[src/tvp_pkg.sv]
// ----------------------------------------------------------------------------
// tvp_pkg
// Shared types, constants and helpers for the trapezoid velocity profile core.
// ----------------------------------------------------------------------------
package tvp_pkg;

	localparam int DATA_W        = 32;
	localparam int CFG_W         = 31;
	localparam int CFG_IDX_W     = 3;
	localparam int FUNC_W        = 2;
	localparam int PHASE_W       = 2;
	localparam int CHANNELS_DEF  = 3;
	localparam int FRAC_BITS_DEF = 16;
	localparam int END_MULT      = 7;

	// channel selector codes
	localparam logic [FUNC_W-1:0] FUNC_TURN = 2'd0;
	localparam logic [FUNC_W-1:0] FUNC_FREE = 2'd2;
	localparam logic [FUNC_W-1:0] FUNC_NONE = 2'd3;

	// channel phases
	localparam logic [PHASE_W-1:0] PH_ACCEL  = 2'd0;
	localparam logic [PHASE_W-1:0] PH_CRUISE = 2'd1;
	localparam logic [PHASE_W-1:0] PH_DECEL  = 2'd2;

	// register indexes
	localparam logic [CFG_IDX_W-1:0] CFG_MIN_SPEED  = 3'd0;
	localparam logic [CFG_IDX_W-1:0] CFG_MAX_SPEED  = 3'd1;
	localparam logic [CFG_IDX_W-1:0] CFG_DECEL_STEP = 3'd2;
	localparam logic [CFG_IDX_W-1:0] CFG_ACCEL_STEP = 3'd3;
	localparam logic [CFG_IDX_W-1:0] CFG_HALF_TRACK = 3'd4;

	typedef enum logic [4:0] {
		OP_NONE, OP_LOAD, OP_TMUL, OP_TWB, OP_SETUP,
		OP_PS, OP_PDIV, OP_PDIVW, OP_PM1, OP_PW1, OP_PM2, OP_PW2, OP_PM3, OP_PW3,
		OP_ACC, OP_CRUISE, OP_DDIV, OP_DDIVW, OP_DMUL, OP_DWB, OP_OUT
	} op_t;

	typedef enum logic [4:0] {
		ST_IDLE, ST_CHK, ST_TMUL, ST_TWB, ST_SETUP, ST_DISP,
		ST_PS, ST_PDIV, ST_PDIVW, ST_PM1, ST_PW1, ST_PM2, ST_PW2, ST_PM3, ST_PW3,
		ST_ACC, ST_CRUISE, ST_DDIV, ST_DDIVW, ST_DMUL, ST_DWB, ST_FIN
	} state_t;

	typedef struct packed {
		op_t  op;
		logic second;   // second brake prediction of the accelerate pass
	} cmd_t;

	typedef struct packed {
		logic               chan_ok;
		logic               is_turn;
		logic               arrived;
		logic [PHASE_W-1:0] phase;
		logic               ge;
		logic               le;
		logic               div_done;
		logic               accel_ok;
		logic               brake_near;
		logic               out_free;
	} stat_t;

	// clamp to signed 32 bits, returns {clamped, value}
	function automatic logic [DATA_W:0] sat32(input logic signed [71:0] x);
		logic [DATA_W:0] r;
		if (x > 72'sd2147483647)
			r = {1'b1, 32'h7FFF_FFFF};
		else if (x < -72'sd2147483648)
			r = {1'b1, 32'h8000_0000};
		else
			r = {1'b0, x[DATA_W-1:0]};
		return r;
	endfunction

endpackage

[src/tvp_ctrl.sv]
// ----------------------------------------------------------------------------
// tvp_ctrl
// Sequencer: walks one item through the phase passes of its channel.
// ----------------------------------------------------------------------------
module tvp_ctrl
	import tvp_pkg::*;
(
	input  logic  clk,
	input  logic  arst_n,
	input  logic  in_valid,
	output logic  in_ready,
	input  stat_t stat,
	output cmd_t  cmd
);

	state_t state_q, state_d;
	logic   second_q, second_d;

	always_ff @(posedge clk or negedge arst_n) begin
		if (!arst_n) begin
			state_q  <= ST_IDLE;
			second_q <= 1'b0;
		end else begin
			state_q  <= state_d;
			second_q <= second_d;
		end
	end

	always_comb begin
		state_d    = state_q;
		second_d   = second_q;
		in_ready   = 1'b0;
		cmd.op     = OP_NONE;
		cmd.second = second_q;
		unique case (state_q)
			ST_IDLE: begin
				in_ready = 1'b1;
				if (in_valid) begin
					cmd.op  = OP_LOAD;
					state_d = ST_CHK;
				end
			end
			ST_CHK: begin
				if (!stat.chan_ok)
					state_d = ST_FIN;
				else if (stat.is_turn)
					state_d = ST_TMUL;
				else
					state_d = ST_SETUP;
			end
			ST_TMUL: begin
				cmd.op  = OP_TMUL;
				state_d = ST_TWB;
			end
			ST_TWB: begin
				cmd.op  = OP_TWB;
				state_d = ST_SETUP;
			end
			ST_SETUP: begin
				cmd.op  = OP_SETUP;
				state_d = stat.arrived ? ST_FIN : ST_DISP;
			end
			ST_DISP: begin
				unique case (stat.phase)
					PH_ACCEL: begin
						second_d = !stat.ge;
						state_d  = ST_PS;
					end
					PH_CRUISE: state_d = ST_CRUISE;
					PH_DECEL:  state_d = ST_DDIV;
					default:   state_d = ST_FIN;
				endcase
			end
			ST_PS: begin
				cmd.op  = OP_PS;
				state_d = ST_PDIV;
			end
			ST_PDIV: begin
				cmd.op  = OP_PDIV;
				state_d = ST_PDIVW;
			end
			ST_PDIVW: begin
				cmd.op = OP_PDIVW;
				if (stat.div_done)
					state_d = ST_PM1;
			end
			ST_PM1: begin
				cmd.op  = OP_PM1;
				state_d = ST_PW1;
			end
			ST_PW1: begin
				cmd.op  = OP_PW1;
				state_d = ST_PM2;
			end
			ST_PM2: begin
				cmd.op  = OP_PM2;
				state_d = ST_PW2;
			end
			ST_PW2: begin
				cmd.op  = OP_PW2;
				state_d = ST_PM3;
			end
			ST_PM3: begin
				cmd.op  = OP_PM3;
				state_d = ST_PW3;
			end
			ST_PW3: begin
				cmd.op = OP_PW3;
				if (!second_q && stat.le) begin
					second_d = 1'b1;
					state_d  = ST_PS;
				end else begin
					state_d = ST_ACC;
				end
			end
			ST_ACC: begin
				cmd.op  = OP_ACC;
				state_d = stat.accel_ok ? ST_FIN : ST_DISP;
			end
			ST_CRUISE: begin
				cmd.op  = OP_CRUISE;
				state_d = stat.brake_near ? ST_DISP : ST_FIN;
			end
			ST_DDIV: begin
				cmd.op  = OP_DDIV;
				state_d = ST_DDIVW;
			end
			ST_DDIVW: begin
				cmd.op = OP_DDIVW;
				if (stat.div_done)
					state_d = ST_DMUL;
			end
			ST_DMUL: begin
				cmd.op  = OP_DMUL;
				state_d = ST_DWB;
			end
			ST_DWB: begin
				cmd.op  = OP_DWB;
				state_d = ST_FIN;
			end
			ST_FIN: begin
				if (stat.out_free) begin
					cmd.op  = OP_OUT;
					state_d = ST_IDLE;
				end
			end
			default: state_d = ST_IDLE;
		endcase
	end

endmodule

[config.mk]
export PLATFORM = sky130hd
export DESIGN_NAME = tvp_ctrl
export DESIGN_NICKNAME = d
export VERILOG_FILES = /design/src/tvp_pkg.sv /design/src/tvp_ctrl.sv
export SDC_FILE = /design/constraint.sdc
export NUM_CORES = 1
export LEC_CHECK = 0
export BUFFER_PORTS_ARGS = -buffer_cell sky130_fd_sc_hd__buf_2
export CAP_MARGIN = 20
export CORE_UTILIZATION = 45
export DETAILED_ROUTE_END_ITERATION = 16
export PLACE_DENSITY = 0.68
export SLEW_MARGIN = 10
export SYNTH_ARGS = -nofsm -noshare
export SYNTH_HDL_FRONTEND = slang
export SYNTH_SLANG_ARGS = --single-unit
[constraint.sdc]
create_clock -name clk -period 4.4 [get_ports clk]
set_clock_uncertainty 0.15 [all_clocks]
set_input_delay 0.22 -clock clk [delete_from_list [all_inputs] [get_ports clk]]
set_output_delay 0.22 -clock clk [all_outputs]
set_load 0.05 [all_outputs]
# == Yosys cells after proc, flatten, opt, wreduce, memory -nomap -nowiden ==
# Index checks and enable logic that the tools add are counted.
# classes
reduce_logical,8
eq_ne,29
mux,19
# ops
op,n
$pmux 5 s22,1
$pmux 5 s20,1
$mux 5,9
$eq 5x4->1 const B,8
$eq 5x5->1 const B,6
$eq 5x3->1 const B,4
$pmux 5 s3,1
$ne 2x2->1 const B,6
$eq 5x2->1 const B,2
$eq 5x1->1 const B,1
$logic_not 5->1,1
$mux 1,4
$mux 4,1
$reduce_and 4->1,1
$mux 3,1
$reduce_and 3->1,1
$eq 2x1->1 const B,1
$eq 2x2->1 const B,1
$logic_not 1->1,2
$logic_not 2->1,1
$pmux 1 s2,1
$reduce_bool 2->1,1
$logic_and 1x1->1,1
# totals
regBits,6
in_bits,14
word_cells,58
out_inout_bits,7

# == Logic depth before layout (Yosys ltp) ==
# Gate-level depths: netlist of run 1.
# logic_depth
depth_word,4
mapped_depth,7
ltp_nobuf,7

# == Worst setup path before layout of run 1 ==
# OpenSTA, ideal clock, no wires.
# synth_path
path_type,reg-to-reg
from,register state_q[2]
to,register state_q[4]
path_stages_with_launch,6
setup_ns,0.120
required_time_ns,4.130
slack_ns,1.769
path_buffers,1
period_less_slack_ns,2.631
t_arrival_ns,2.361
path_cell_list,dfrtp_1 > buf_6 > or3_1 > nor3_1 > nand2b_1 > a41o_1
# synth_between
elab_chain_len,3
word_cells_on_any_way,28
cone_classes,25 x eq/ne; 1 x mux; 2 x reduce/logical
# synth_lines
element,line_no,source
"start, declared",tvp_ctrl.sv:16,"state_t state_q, state_d;"
"start signal, assigned",tvp_ctrl.sv:24,state_q <= state_d;
"$eq 5x4->1, or another cell as far along",tvp_ctrl.sv:35,unique case (state_q)
$ne 2x2->1 (no source line),n/a,
$reduce_and 4->1 (no source line),n/a,
# Several ways; a longest one is shown, not always the timed one.
# A chain may end at the register's enable or synchronous reset.

==> summary.log, run 1 <==
qor: worst_setup_path.worst_ep_required_time 4030 ps
qor: worst_setup_path.timing.critical_path.slowest_cell_delay 800 ps
qor: sta.share_of_the_clock_period_used_by_the_worst_path_after_layout 0.550
qor: final_layout.flow.area_growth_from_synthesis 13.2%
qor: logic_synthesis.synth_edf_count 0
qor: global_route.antenna_found_initial 0
qor: clocking.cts_tree yes
qor: clocking.clkTransAtPathRegs 40 ps
qor: sta.worst_tran_pin_value 722 ps
qor: floorplan.initial_core_util 0.478
qor: floorplan.die_area 2010 um2
qor: detailed_routing.drtPass1Iterations 4
qor: worst_setup_path.worst_setup_path_end_kind output pin
qor: logic_synthesis.synthesis.yosys.warnings 0
qor: detailed_routing.final_antenna_net_count 0
qor: worst_setup_path.critPathMaxFanout 26
qor: global_route.grt_first_pass_wirelength 3620 um
qor: detailed_routing.route.detailed.drc 0
qor: sta.max-slew-margin-rel 0.519
qor: worst_hold_path.hold_path.class in -> reg
qor: place.detailed_place.area 901 um2
qor: worst_setup_path.setup.worst_path.start_class flop
qor: logic_synthesis.synth_top_flop_cell dfrtp_1
qor: floorplan.die_height 44.8 um
qor: worst_setup_path.arrival 2050 ps
qor: detailed_routing.final_wirelength 2130 um
qor: power_and_ir_drop.power_per_cell_area 879 nW/um2
qor: logic_synthesis.synth.cell_area 825 um2
qor: detailed_routing.post_drt_via_cell_ratio 5.66
qor: floorplan.core-area 1730 um2
qor: sta.final-setup-viol-count 0
qor: final_layout.drive_gt1_frac 0.167
qor: place.numPortBuffers 20
qor: sta.timing.final.max_slew_violations 0
qor: run_status.outcome completed
qor: place.gp_congestion 0.810
qor: power_and_ir_drop.power.switching 0.507 mW
qor: run.max_cap_viols 0
qor: detailed_routing.initialDrtViolationCount 15
qor: sta.fin_worst_hold_slack 107 ps
qor: power_and_ir_drop.portion_of_total_power_attributed_to_the_clock_network 0.059
qor: global_route.grt_max_degree 27
qor: global_route.grt_use_total 0.246
qor: clocking.root_buffer clkbuf_4
qor: detailed_routing.detail_route.wl_per_cell 13.0 um
qor: sta.final_period_minus_worst_setup_slack 2420 ps
qor: global_route.grt_pass1_vias 818
qor: power_and_ir_drop.combinational_cell_fraction_of_total_power 0.705
qor: global_route.grt.overflow.total 0
qor: logic_synthesis.syn_nets 143
qor: logic_synthesis.async_flop_share 1.00
qor: worst_setup_path.critical_path.slowest_cell dfrtp_1
qor: final_layout.fillerInstances 176
qor: power_and_ir_drop.irDropWorstVdd 0.444 mV
qor: floorplan.floorplan.rows 15
qor: detailed_routing.dr_total_vias 923
qor: power_and_ir_drop.design_power_total 0.820 mW
qor: logic_synthesis.synth.lib_cells_used.distinct 36
qor: clocking.cts_max_level 1
qor: clocking.clk_path_buf_depth 2
qor: sta.max_clock_freq 413 MHz
qor: power_and_ir_drop.cellLeakagePower 0.430 nW
qor: sta.timing_hold_violations_final 0
qor: worst_setup_path.timing_worst_setup_path_type reg -> out
qor: logic_synthesis.seq_area_frac_synth 0.182
qor: place.dp_hpwl 1560 um
qor: worst_setup_path.crit_chain nand2b_1 -> nor2_1 -> a21oi_1 -> o22ai_1 -> a22o_1 -> buf_2
qor: floorplan.io_pins 21
qor: power_and_ir_drop.netSwitchingFraction 0.618
qor: sta.setup-tns-final 0 ps
qor: final_layout.num-nets-final 158
qor: clocking.cts_inserted_buffers 3
qor: floorplan.chipWidth 44.8 um
qor: sta.rsz0062_at_grt no
qor: final_layout.finalInstanceArea 933 um2
qor: power_and_ir_drop.power_report.internal_total 0.314 mW
qor: power_and_ir_drop.pwr-share-seq 0.236
qor: logic_synthesis.syn_area_per_cell 6.60 um2
qor: logic_synthesis.syn_inst 125
qor: clocking.cts_sinks 6
qor: logic_synthesis.ys_seq_elements 6
qor: final_layout.antenna-diode-count 0
qor: clocking.insertion_delay 240 ps
-- synthesized netlist by cell type (2+ instances only) --
cell | count | area [um2]
buf_2 | 2 | 10.0
or3_1 | 4 | 25.0
nand2_1 | 9 | 33.8
a22oi_1 | 2 | 15.0
nand4_1 | 2 | 12.5
nor3_1 | 8 | 40.0
clkbuf_1 | 6 | 22.5
ha_1 | 4 | 50.1
nor2b_1 | 4 | 25.0
o22ai_1 | 2 | 12.5
a2bb2oi_1 | 2 | 17.5
dfrtp_1 | 6 | 150
o21ai_0 | 8 | 40.0
a31oi_1 | 2 | 12.5
nand2b_1 | 4 | 25.0
o211ai_1 | 2 | 15.0
nor2_1 | 15 | 56.3
mux2i_1 | 2 | 20.0
a21oi_1 | 15 | 75.1
inv_1 | 10 | 37.5
-- power groups by stage --
| stage | Sequential [mW] | Combinational, mW | Clock [mW] |
|---|---|---|---|
| 3_3_place_gp | 0.189 | 0.572 | 0 |
| 2_1_floorplan | 0.101 | 0.566 | 0 |
| 4_1_cts | 0.191 | 0.578 | 0.0519 |
| 6_report | 0.194 | 0.579 | 0.0482 |
| 3_5_place_dp | 0.192 | 0.575 | 0 |
| 5_1_grt | 0.204 | 0.635 | 0.0561 |
-- through the flow --
step                std cells  utilization  worst slack [ps]
finish                    163        0.541              1980
global route              163        0.541              1770
CTS                       163        0.541              1980
detailed placement        159        0.522              2250
global placement          159        0.522              2300
floorplan                 125            -              1770
-- sequential cells by signal, summed over array words and instances, names as in the netlist --
register,count
state_q,5
second_q,1
-- layer usage --
metal  wire (um)  vias up  GRT usage
li1            -      477          -
met1        1000      422      0.342
met2        1040       22      0.385
met3          64        2     0.0240
met4          13        0      0.109
met5           0        -          0
-- timing repair --
| action | CTS | global route |
|---|---|---|
| hold buffers | 1 | 0 |
| hold endpoints to repair | 6 | 0 |
| setup buffers | 0 | 0 |
| resized for setup | 0 | 0 |
-- worst max-delay path: cells and delay by family (launching register included) --
family,cells,cell delay [ps]
AND/OR/NAND/NOR,2,380
buffers and inverters,1,250
flip-flops,1,800
AO/OA/AOI/OAI,3,390
-- cells by family (layout without fill, tap and decap cells) --
kind of cell               after synthesis  count (layout)  synth area share
AOI/OAI and AO/OA                       42              42             0.323
adders and majority gates                4               4            0.0607
buffers and inverters                   21              34             0.112
DFF                                      6               6             0.182
muxes                                    2               2            0.0243
and+or+nand+nor                         50              50             0.297
-- cells in the final DEF (no fill, tap or decap), types with 3 or more instances in the layout --
| cell type | instances |
|---|---|
| buf_2 | 20 |
| nor2_1 | 15 |
| nand2_1 | 9 |
| a21oi_1 | 15 |
| nor2b_1 | 4 |
| o21ai_0 | 8 |
| nand2b_1 | 4 |
| or3_1 | 4 |
| inv_1 | 10 |
| ha_1 | 4 |
| nor3_1 | 8 |
| clkbuf_4 | 3 |
| dfrtp_1 | 6 |
-- path summary, 6_finish.rpt --
kind / slack (ps) / start / endpoint / cells after the start
min: 110 / stat[5] / second_q / 4
min in group asynchronous: 180 / arst_n / state_q[1] / 2
max in group asynchronous: 3780 / arst_n / state_q[3] / 2
min reg2reg: 370 / second_q / second_q / 2
max reg2reg: 2230 / state_q[4] / state_q[4] / 4
max: 1980 / state_q[4] / cmd[3] / 6
-- final cells by class --
type,instances,area [um2],share of cell area
tap,25,31.3,0.0335
inverter,10,37.5,0.0402
sequential,6,150,0.161
multi-input combinational,98,582,0.623
clock buffer,3,22.5,0.0241
timing repair buffer,21,110,0.118
(Power assumes the default switching activity.)
==> run 2, diff against run 1 <==
Clock period 4.4 ns to 2.4 ns, I/O delays scaled along.
==> run 2 against run 1 <==
  * Sequential cell count unchanged
  * Routed wire length increased by 6.7%
  * First-iteration DRC count increased to 3.0 times the previous value
  * Power increased by 93%
  * Register-to-register slack got worse by 1800 ps
  * Via count increased by 7.6%
  * Critical path type unchanged
  * Critical endpoint is now cmd[1]
  * Largest cell class unchanged
  * Largest power group unchanged
==> summary.log, run 2 (synthesized netlist as in run 1, its figures left out) <==
qor: place.dp_hpwl 1750 um [+12%]
qor: detailed_routing.route.detailed.drc 0 [unchanged]
qor: detailed_routing.dr_total_vias 993 [+7.6%]
qor: detailed_routing.final_wirelength 2270 um [+6.7%]
qor: clocking.cts_tree yes
qor: floorplan.initial_core_util 0.478 [unchanged]
qor: clocking.cts_sinks 6 [unchanged]
qor: sta.share_of_the_clock_period_used_by_the_worst_path_after_layout 0.918
qor: power_and_ir_drop.power_per_cell_area 1600 nW/um2 [+82%]
qor: worst_setup_path.timing_worst_setup_path_type reg -> out
qor: worst_setup_path.path_buf_inv 2 [+1]
qor: sta.setup-tns-final 0 ps [unchanged]
qor: sta.worst_tran_pin_value 526 ps [-196 ps]
qor: final_layout.drive_gt1_frac 0.201 [+0.0347]
qor: clocking.cts_max_level 1 [unchanged]
qor: floorplan.die_height 44.8 um [unchanged]
qor: final_layout.final_common_cell buf_2
qor: sta.timing.final.max_slew_violations 0 [unchanged]
qor: final_layout.largest_register_ffs 5 [unchanged]
qor: worst_setup_path.arrival 1930 ps [-120 ps]
qor: global_route.grt.overflow.total 0 [unchanged]
qor: power_and_ir_drop.cellLeakagePower 0.461 nW [+7.2%]
qor: power_and_ir_drop.netSwitchingFraction 0.603 [-0.0142]
qor: final_layout.top_regs state_q: 5 flops, second_q: 1 flops
qor: global_route.antenna_found_initial 0 [unchanged]
qor: detailed_routing.initialDrtViolationCount 45 [+30]
qor: clocking.insertion_delay 260 ps [+20 ps]
qor: sta.max_clock_freq 454 MHz
qor: sta.final_period_minus_worst_setup_slack 2200 ps
qor: detailed_routing.post_drt_via_cell_ratio 5.88 [+3.8%]
qor: power_and_ir_drop.portion_of_total_power_attributed_to_the_clock_network 0.062 [+0.003]
qor: floorplan.io_pins 21 [unchanged]
qor: clocking.clk_path_buf_depth 2 [unchanged]
qor: clocking.cts_hold_repair.buffers 2 [+1]
qor: worst_hold_path.hold_path.class in -> async
qor: detailed_routing.drtPass1Iterations 4 [unchanged]
qor: place.detailed_place.area 943 um2 [+4.7%]
qor: sta.finalWorstSetupSlack 196 ps [-1780 ps]
qor: power_and_ir_drop.power.switching 0.953 mW [+88%]
qor: detailed_routing.final_antenna_net_count 0 [unchanged]
qor: clocking.root_buffer clkbuf_4
qor: global_route.grt_first_pass_wirelength 3940 um [+9.0%]
qor: global_route.grt_pass1_vias 883 [+7.9%]
qor: worst_setup_path.worst_setup_path_end_kind output pin
qor: power_and_ir_drop.combinational_cell_fraction_of_total_power 0.753 [+0.048]
qor: worst_setup_path.critical_path.slowest_cell dfrtp_1
qor: worst_setup_path.crit_chain inv_1 -> a21oi_1 -> nor2_1 -> o21ai_0 -> o21ai_0 -> buf_2
qor: power_and_ir_drop.irDropWorstVdd 0.760 mV [+71%]
qor: run_status.outcome completed
qor: power_and_ir_drop.pwr-share-seq 0.184 [-0.052]
qor: worst_setup_path.critical_path.top_delay_family flip-flops
qor: worst_setup_path.timing.critical_path.slowest_cell_delay 660 ps [-140 ps]
qor: final_layout.antenna-diode-count 0 [unchanged]
qor: global_route.grt_use_total 0.271 [+0.0249]
qor: worst_setup_path.critPathMaxFanout 18 [-31%]
qor: detailed_routing.detail_route.wl_per_cell 13.4 um [+2.9%]
qor: sta.rsz0062_at_grt no
qor: place.numPortBuffers 20 [unchanged]
qor: place.gp_congestion 0.885 [+9.3%]
qor: final_layout.layout.cells.most_common_list buf_2, nor2_1, a21oi_1
qor: floorplan.floorplan.rows 15 [unchanged]
qor: clocking.post-cts-setup-buffers 0 [unchanged]
qor: final_layout.num-nets-final 164 [+3.8%]
qor: worst_setup_path.setup.worst_path.start_class flop
qor: sta.timing_hold_violations_final 0 [unchanged]
qor: run.max_cap_viols 0 [unchanged]
qor: power_and_ir_drop.power_report.internal_total 0.627 mW [+100%]
qor: worst_setup_path.path_common_cell o21ai_0
qor: floorplan.chipWidth 44.8 um [unchanged]
qor: sta.final-setup-viol-count 0 [unchanged]
qor: sta.max-slew-margin-rel 0.650 [+0.131]
qor: global_route.grt_max_degree 19 [-30%]
qor: floorplan.die_area 2010 um2 [unchanged]
qor: final_layout.max_flop_register state_q
qor: clocking.cts_inserted_buffers 3 [unchanged]
qor: clocking.cts_resized 0 [unchanged]
qor: final_layout.finalInstanceArea 986 um2 [+5.6%]
qor: worst_setup_path.worst_ep_required_time 2130 ps [-1900 ps]
qor: final_layout.flow.area_growth_from_synthesis 19.6%
qor: place.placement_setup_slack 437 ps [-1810 ps]
qor: clocking.clkTransAtPathRegs 50 ps [about the same]
qor: floorplan.core-area 1730 um2 [unchanged]
==> run 2: cell types whose count changed in the layout (fill, tap and decap cells not counted), sizes merged <==
cell / previous run / this run
buf: 20 / 25
dlygate4sd3: 1 / 2
==> run 2: power groups by stage <==
stage / Sequential (mW) / Clock [mW] / Combinational, mW
2_1_floorplan: 0.187 / 0 / 1.04
3_3_place_gp: 0.291 / 0 / 1.17
3_5_place_dp: 0.292 / 0 / 1.18
4_1_cts: 0.291 / 0.101 / 1.19
5_1_grt: 0.309 / 0.105 / 1.30
6_report: 0.291 / 0.0983 / 1.19
==> run 2: through the flow <==
step	hold slack (ps)	utilization	power [mW]	cells
floorplan	-326	-	1.23	125
global placement	-190	0.546	1.46	164
detailed placement	-189	0.546	1.47	164
CTS	73.5	0.571	1.58	169
global route	102	0.571	1.72	169
finish	74.6	0.571	1.58	169
==> run 2: path summary, 6_finish.rpt <==
path	from	endpoint	slack (ps)	depth (start not counted)
setup reg to reg	state_q[2]	state_q[4]	430	5
hold reg to reg	second_q	second_q	370	2
min in group clk	stat[4]	second_q	130	4
setup / recovery	state_q[2]	cmd[1]	200	6
max in group asynchronous	arst_n	state_q[3]	1860	2
hold / removal	arst_n	state_q[1]	70	2
==> run 2: final cells by class <==
cell class / instances / area [um2]
clock buffer: 3 / 22.5
fill: 190 / 741
inverter: 10 / 37.5
multi-input combinational: 98 / 587
sequential: 6 / 150
tap: 25 / 31.3
timing repair buffer: 27 / 158
==> run 2: metal layers <==
| metal | share of wire | wire, um | vias to the layer above | global-route usage |
|---|---|---|---|---|
| li1 | - | - | 490 | - |
| met1 | 0.44 | 997 | 460 | 0.379 |
| met2 | 0.49 | 1100 | 41 | 0.424 |
| met3 | 0.070 | 158 | 2 | 0.0520 |
| met4 | 0.0053 | 12 | 0 | 0.0788 |
| met5 | 0 | 0 | - | 0 |
